===== src/hw/rtl/ncd_pkg.sv =====
// ----------------------------------------------------------------------------
// ncd_pkg
// Shared types, constants and codes of the nearest codeword decoder.
// ----------------------------------------------------------------------------
package ncd_pkg;

    localparam int MAX_CODEWORDS = 256;
    localparam int MAX_LENGTH    = 64;
    localparam int ADDR_W        = $clog2(MAX_CODEWORDS);

    localparam int WORD_W  = 64;
    localparam int IDX_W   = 8;
    localparam int LEN_W   = 7;
    localparam int SIZE_W  = 9;
    localparam int CFG_W   = 9;

    localparam logic [LEN_W-1:0]  LEN_RESET  = LEN_W'(MAX_LENGTH);
    localparam logic [SIZE_W-1:0] SIZE_RESET = SIZE_W'(MAX_CODEWORDS);

    localparam logic CFG_CODE_LENGTH   = 1'b0;
    localparam logic CFG_CODEBOOK_SIZE = 1'b1;

    localparam logic KIND_LOAD   = 1'b0;
    localparam logic KIND_DECODE = 1'b1;

    typedef struct packed {
        logic              kind;
        logic [IDX_W-1:0]  entry_index;
        logic [WORD_W-1:0] word;
        logic [IDX_W-1:0]  sent_index;
    } in_req_t;

    typedef struct packed {
        logic [IDX_W-1:0] decoded_index;
        logic [LEN_W-1:0] agreements;
        logic             exact_match;
        logic             word_error;
    } out_rsp_t;

    typedef struct packed {
        logic              load_entry;
        logic              take_decode;
        logic              rd_en;
        logic              rd_sent;
        logic              rd_last;
        logic [ADDR_W-1:0] scan_idx;
        logic              out_load;
    } ncd_cmd_t;

    typedef struct packed {
        logic search_done;
        logic out_free;
    } ncd_sts_t;

endpackage


===== src/hw/rtl/ncd_ctrl.sv =====
// ----------------------------------------------------------------------------
// ncd_ctrl
// Sequencer: accepts requests, scans the codebook addresses, hands off result.
// ----------------------------------------------------------------------------
module ncd_ctrl
    import ncd_pkg::*;
(
    input  logic              clk,
    input  logic              rst_n,
    input  logic              in_valid,
    input  logic              in_kind,
    output logic              in_ready,
    input  logic [ADDR_W-1:0] last_idx,
    input  ncd_sts_t          sts,
    output ncd_cmd_t          cmd
);

    localparam logic [2:0] ST_IDLE = 3'd0;
    localparam logic [2:0] ST_SENT = 3'd1;
    localparam logic [2:0] ST_SCAN = 3'd2;
    localparam logic [2:0] ST_WAIT = 3'd3;
    localparam logic [2:0] ST_DONE = 3'd4;

    logic [2:0]        state_reg;
    logic [2:0]        state_next;
    logic [ADDR_W-1:0] idx_reg;
    logic [ADDR_W-1:0] idx_next;
    logic              accept;

    assign in_ready = (state_reg == ST_IDLE);
    assign accept   = in_valid && in_ready;

    always_comb
    begin
        state_next       = state_reg;
        idx_next         = idx_reg;
        cmd              = '0;
        cmd.scan_idx     = idx_reg;
        cmd.load_entry   = accept && (in_kind == KIND_LOAD);
        cmd.take_decode  = accept && (in_kind == KIND_DECODE);
        unique case (state_reg)
            ST_IDLE:
            begin
                if (cmd.take_decode)
                begin
                    state_next = ST_SENT;
                end
            end
            ST_SENT:
            begin
                cmd.rd_en   = 1'b1;
                cmd.rd_sent = 1'b1;
                idx_next    = '0;
                state_next  = ST_SCAN;
            end
            ST_SCAN:
            begin
                if (sts.search_done)
                begin
                    state_next = ST_DONE;
                end
                else
                begin
                    cmd.rd_en   = 1'b1;
                    cmd.rd_last = (idx_reg == last_idx);
                    if (idx_reg == last_idx)
                    begin
                        state_next = ST_WAIT;
                    end
                    else
                    begin
                        idx_next = idx_reg + 1'b1;
                    end
                end
            end
            ST_WAIT:
            begin
                if (sts.search_done)
                begin
                    state_next = ST_DONE;
                end
            end
            ST_DONE:
            begin
                if (sts.out_free)
                begin
                    cmd.out_load = 1'b1;
                    state_next   = ST_IDLE;
                end
            end
            default:
            begin
                state_next = ST_IDLE;
            end
        endcase
    end

    always_ff @(posedge clk or negedge rst_n)
    begin
        if (!rst_n)
        begin
            state_reg <= ST_IDLE;
            idx_reg   <= '0;
        end
        else
        begin
            state_reg <= state_next;
            idx_reg   <= idx_next;
        end
    end

endmodule


===== config.mk =====
export PLATFORM = sky130hd
export DESIGN_NAME = ncd_ctrl
export DESIGN_NICKNAME = d
export VERILOG_FILES = /design/src/hw/rtl/ncd_pkg.sv /design/src/hw/rtl/ncd_ctrl.sv
export SDC_FILE = /design/constraint.sdc
export NUM_CORES = 1
export LEC_CHECK = 0
export BUFFER_PORTS_ARGS = -buffer_cell sky130_fd_sc_hd__buf_2
export CAP_MARGIN = 15
export CORE_UTILIZATION = 35
export DETAILED_ROUTE_END_ITERATION = 6
export SYNTH_ARGS = -nofsm -noshare
export SYNTH_HDL_FRONTEND = slang
export SYNTH_SLANG_ARGS = --single-unit

===== constraint.sdc =====
create_clock -name clk -period 2.6 [get_ports clk]
set_input_delay 0.52 -clock clk [delete_from_list [all_inputs] [get_ports clk]]
set_output_delay 0.52 -clock clk [all_outputs]
set_load 0.01 [all_outputs]

* Yosys cells after proc, flatten, opt, wreduce, memory -nomap -nowiden *
Index checks and enable logic that the tools add are counted.
Widths: inputs -> output; s select.

word-level totals
  flip-flop bits (word level) = 11
  memories = 0
  logic and storage cells = 38
  memory bits (writable) = 0
  output and inout port bits = 15
  input bits = 14
  memory bits (read-only) = 0
  latch bits = 0

cells by class
  equal/unequal tests = 11
  reduce and logical (&&, ||, !) cells = 7
  mux-type cells = 16
  divide/modulo/power cells = 0
  magnitude comparators = 0
  bitwise logic cells = 1
  shift operators = 0
  multipliers = 0
  add/subtract/negate cells = 1

operators with widths
  operator             number
  $mux 8               2
  $pmux 8 s2           1
  $mux 3               5
  $pmux 3 s5           1
  $add 8x1->8 const B  1
  $eq 8x8->1           1
  $ne 2x2->1 const B   4
  $eq 3x2->1 const B   2
  $mux 1               6
  $reduce_and 4->1     1
  $eq 3x1->1 const B   1
  $eq 3x3->1 const B   1
  $logic_and 1x1->1    3
  $logic_not 3->1      1
  $ne 3x3->1 const B   1
  $reduce_and 3->1     1
  $ne 2x1->1 const B   1
  $pmux 1 s2           1
  $reduce_bool 2->1    1
  $not 1->1            1

* Depth between registers and ports, before layout *
  word-level depth = 5
  mapped depth = 6
  mapped depth without buffers = 6

* Least setup slack after synthesis *
Ideal clock, no wire load.

  path type = input to output
  start point = input last_idx[3]
  end point = output cmd[9] (netlist bit)
  data required time = 2.080 ns
  data arrival time = 1.413 ns
  buffers on the path = 0
  cell stages on the path = 4
  path slack = 0.667 ns
  cells stage by stage = xor2_1 -> nor4_2 -> nand2_1 -> nor2_1

RTL lines
  item             line            source
  start, declared  ncd_ctrl.sv:13  input logic [ADDR_W-1:0] last_idx,
  end, declared    ncd_ctrl.sv:15  output ncd_cmd_t cmd

==> impl_metrics.tcl <==
set metrics [dict create \
    total_power_uw 895.4 \
    yosysUniqueCellTypes 34 \
    period_minus_slack_ps 2340 \
    synthCells 82 \
    crit_chain "xor2_1 -> nor4_2 -> nand2_1 -> nor2_1 -> buf_2" \
    nFillCells 192 \
    seqPwrFrac_pct 39.3 \
    cts_resized 0 \
    htreeDepth 1 \
    power.net_switching_uw 402.1 \
    holdBufCountCts 0 \
    grt_setup_unrepaired "no" \
    drive_gt1_share_pct 35.71 \
    p_comb_share_pct 47.4 \
    p_leak_nw 0.4853 \
    largest_register_ffs 8 \
    routed_via_density 5.137 \
    grt_pass1_wl_mm 2.601 \
    arrival_ps 1820 \
    cap_violations 0 \
    cp-start-kind "flip-flop" \
    wirelength_mm 1.709 \
    synth_nets 97 \
    crit_buf_inv 1 \
    fin_nets 128 \
    r2r_cells 5 \
    yosys_warnings 0 \
    startpoint "idx_reg[3]" \
    final_antenna_net_count 0 \
    slew_headroom_pct 66.49 \
    power_per_cell_area_nw_per_um2 951.7 \
    cts_buffer_depth 2 \
    setup_viol 0 \
    slowest_stage "nor4_2" \
    start_util_pct 37.82 \
    grt_pass1_vias 619 \
    path_delay_family "simple AND/OR/NAND/NOR gates" \
    antenna_found_initial 0 \
    ys_ff_latch 11 \
    drt_iter0_drc 13 \
    timing.rr.start "state_reg[2]" \
    r2r-end "idx_reg[2]" \
    clkLatencyLatePin_ps 270 \
    root_buffer "clkbuf_4" \
    slowest_delay_ps 510 \
    worstSetupPathType "reg -> out" \
    clock_skew_ps 3.858 \
    wire_per_inst_um 12.29 \
    tightest_slew_ps 498.5 \
    seq_area_frac_synth_pct 36.73 \
    cts_tree "yes" \
    core_um2 1982 \
    fmax_mhz 427.3 \
    ioPinCount 29 \
    finalSetupTns_ps 0 \
    grt.overflow.total 0 \
    cts.clk_slew.worst_paths_ps 70 \
    clock_sinks 11 \
    fin_area_um2 940.9 \
    cp.required_ps 2080 \
    gp_congestion 0.7358 \
    cts-buffers-inserted 3 \
    vias 714 \
    drc_errors 0 \
    postCtsSetupBuffers 0 \
    status "finished, final reports clean" \
    core.rowCount 16 \
    crit_cells 5 \
    fin_crit_sh_pct 90.01 \
    min_path_type "in -> async" \
    syn_to_final_growth_pct 25.54 \
    mostFrequentLayoutCells "buf_2 (28), dfrtp_1 (11), nand2_1 (10)" \
    firstDrtPassIters 4 \
    drv_slew 0 \
    worst-r2r-setup-slack_ps 670 \
    endpoint_kind "output port" \
    layout_commonest_cell "buf_2" \
    grt_use_total_pct 16.28 \
    path_max_fanout 6 \
    die_w_um 48.28 \
    hpwl_mm 1.296 \
    timing.final.hold_violations 0 \
    diodes 0 \
    p_int_uw 493.3 \
    die_h_um 48.28 \
    placedInstanceArea_um2 914.6 \
    port_buffers 28 \
    critPathCapture "cmd[9]" \
    avgSynthCellArea_um2 9.140 \
    peakVddDrop_mv 0.4885 \
    grt_max_degree 12 \
    p_sw_share_pct 44.91 \
    syn-cell-area_um2 749.5 \
    clock_power_share_pct 13.3 \
    dieArea_um2 2330 \
]
## how the worst min path moves through the flow
stage                      from            to  slack, ps  cells past startpoint
after floorplan           rst_n    idx_reg[0]        220                      0
after global placement    rst_n    idx_reg[7]        420                      1
after detailed placement  rst_n    idx_reg[7]        410                      1
after CTS                 rst_n    idx_reg[6]        120                      1
after global routing      rst_n    idx_reg[7]        120                      1
final                     rst_n  state_reg[0]        110                      1
## power by group through the flow
stage          registers, mW  logic [mW]  clock network, mW
3_5_place_dp           0.353       0.425                  0
3_3_place_gp           0.352       0.423                  0
4_1_cts                0.350       0.427              0.124
5_1_grt                0.366       0.478              0.130
6_report               0.352       0.425              0.119
2_1_floorplan          0.347       0.283                  0
## worst reg2reg max path, cell delays in order (launching register included)
cell,delay [ps]
dfrtp_1,440
nand2b_1,180
or3_1,410
a21oi_2,400
a21oi_1,130
a211o_1,270
## area by class of cell
type                       instances  area [um2]  area share, %
timing repair buffer              28       140.1          14.89
tap                               27       33.78          3.590
sequential                        11       275.3          29.26
clock buffer                       4       26.28          2.793
multi-input combinational         65       450.4          47.87
inverter                           4       15.01          1.596
## layer usage
| layer | GRT usage [%] | vias to the layer above | wire length, um |
|---|---|---|---|
| met5 | 0 | - | 0 |
| met4 | 4.444 | 0 | 15 |
| met3 | 5.926 | 2 | 107 |
| met2 | 25.60 | 18 | 822 |
| met1 | 20.99 | 340 | 763 |
| li1 | - | 354 | - |
## cell usage after synthesis (all sizes together)
| library cell | number | share of area, % |
|---|---|---|
| nor4 | 3 | 4.2 |
| o21ai | 5 | 3.3 |
| and3 | 3 | 2.7 |
| xor2 | 9 | 11 |
| o31a | 1 | 1.3 |
| dfrtp | 11 | 37 |
| a32oi | 1 | 1.2 |
| clkbuf | 1 | 0.50 |
| nor3 | 2 | 1.3 |
| a211oi | 1 | 1.0 |
| nand2 | 10 | 5.0 |
| a211o | 3 | 3.5 |
| buf | 1 | 0.67 |
| or3 | 2 | 2.3 |
| nor2 | 5 | 2.5 |
| mux2i | 2 | 2.7 |
| a32o | 1 | 1.3 |
| nor2b | 1 | 0.84 |
| a22o | 1 | 1.2 |
| nor4b | 1 | 1.2 |
| inv | 4 | 2.0 |
| and2b | 1 | 1.2 |
| o21ba | 1 | 1.3 |
| nand2b | 2 | 1.7 |
| ha | 1 | 1.7 |
| nand3 | 4 | 2.7 |
| a21o | 1 | 2.0 |
| nor3b | 1 | 1.0 |
| a21oi | 3 | 2.5 |
## per-stage QoR
| stage | worst slack [ps] | cells | util [%] | hold slack [ps] |
|---|---|---|---|---|
| 2_1_floorplan | 667.5 | 82 | - | 224.4 |
| 3_3_place_gp | 437.1 | 135 | 46.15 | 415.6 |
| 3_5_place_dp | 418.4 | 135 | 46.15 | 412.4 |
| 4_1_cts | 241.2 | 139 | 47.47 | 117.1 |
| 5_1_grt | 116.3 | 139 | 47.47 | 122.4 |
| 6_report | 259.7 | 139 | 47.47 | 107.4 |
## kinds of logic (layout without fill, tap and decap cells)
logic type / count (synthesis) / after routing / synth area share [%]
xor gates and xnor gates: 9 / 9 / 10.52
AOI/OAI and AO/OA: 18 / 18 / 18.70
DFF: 11 / 11 / 36.73
muxes: 2 / 2 / 2.671
buffers and inverters: 6 / 36 / 3.170
and+or+nand+nor: 35 / 35 / 26.55
adders and majority gates: 1 / 1 / 1.669
Power figures use the tool's default switching activity.
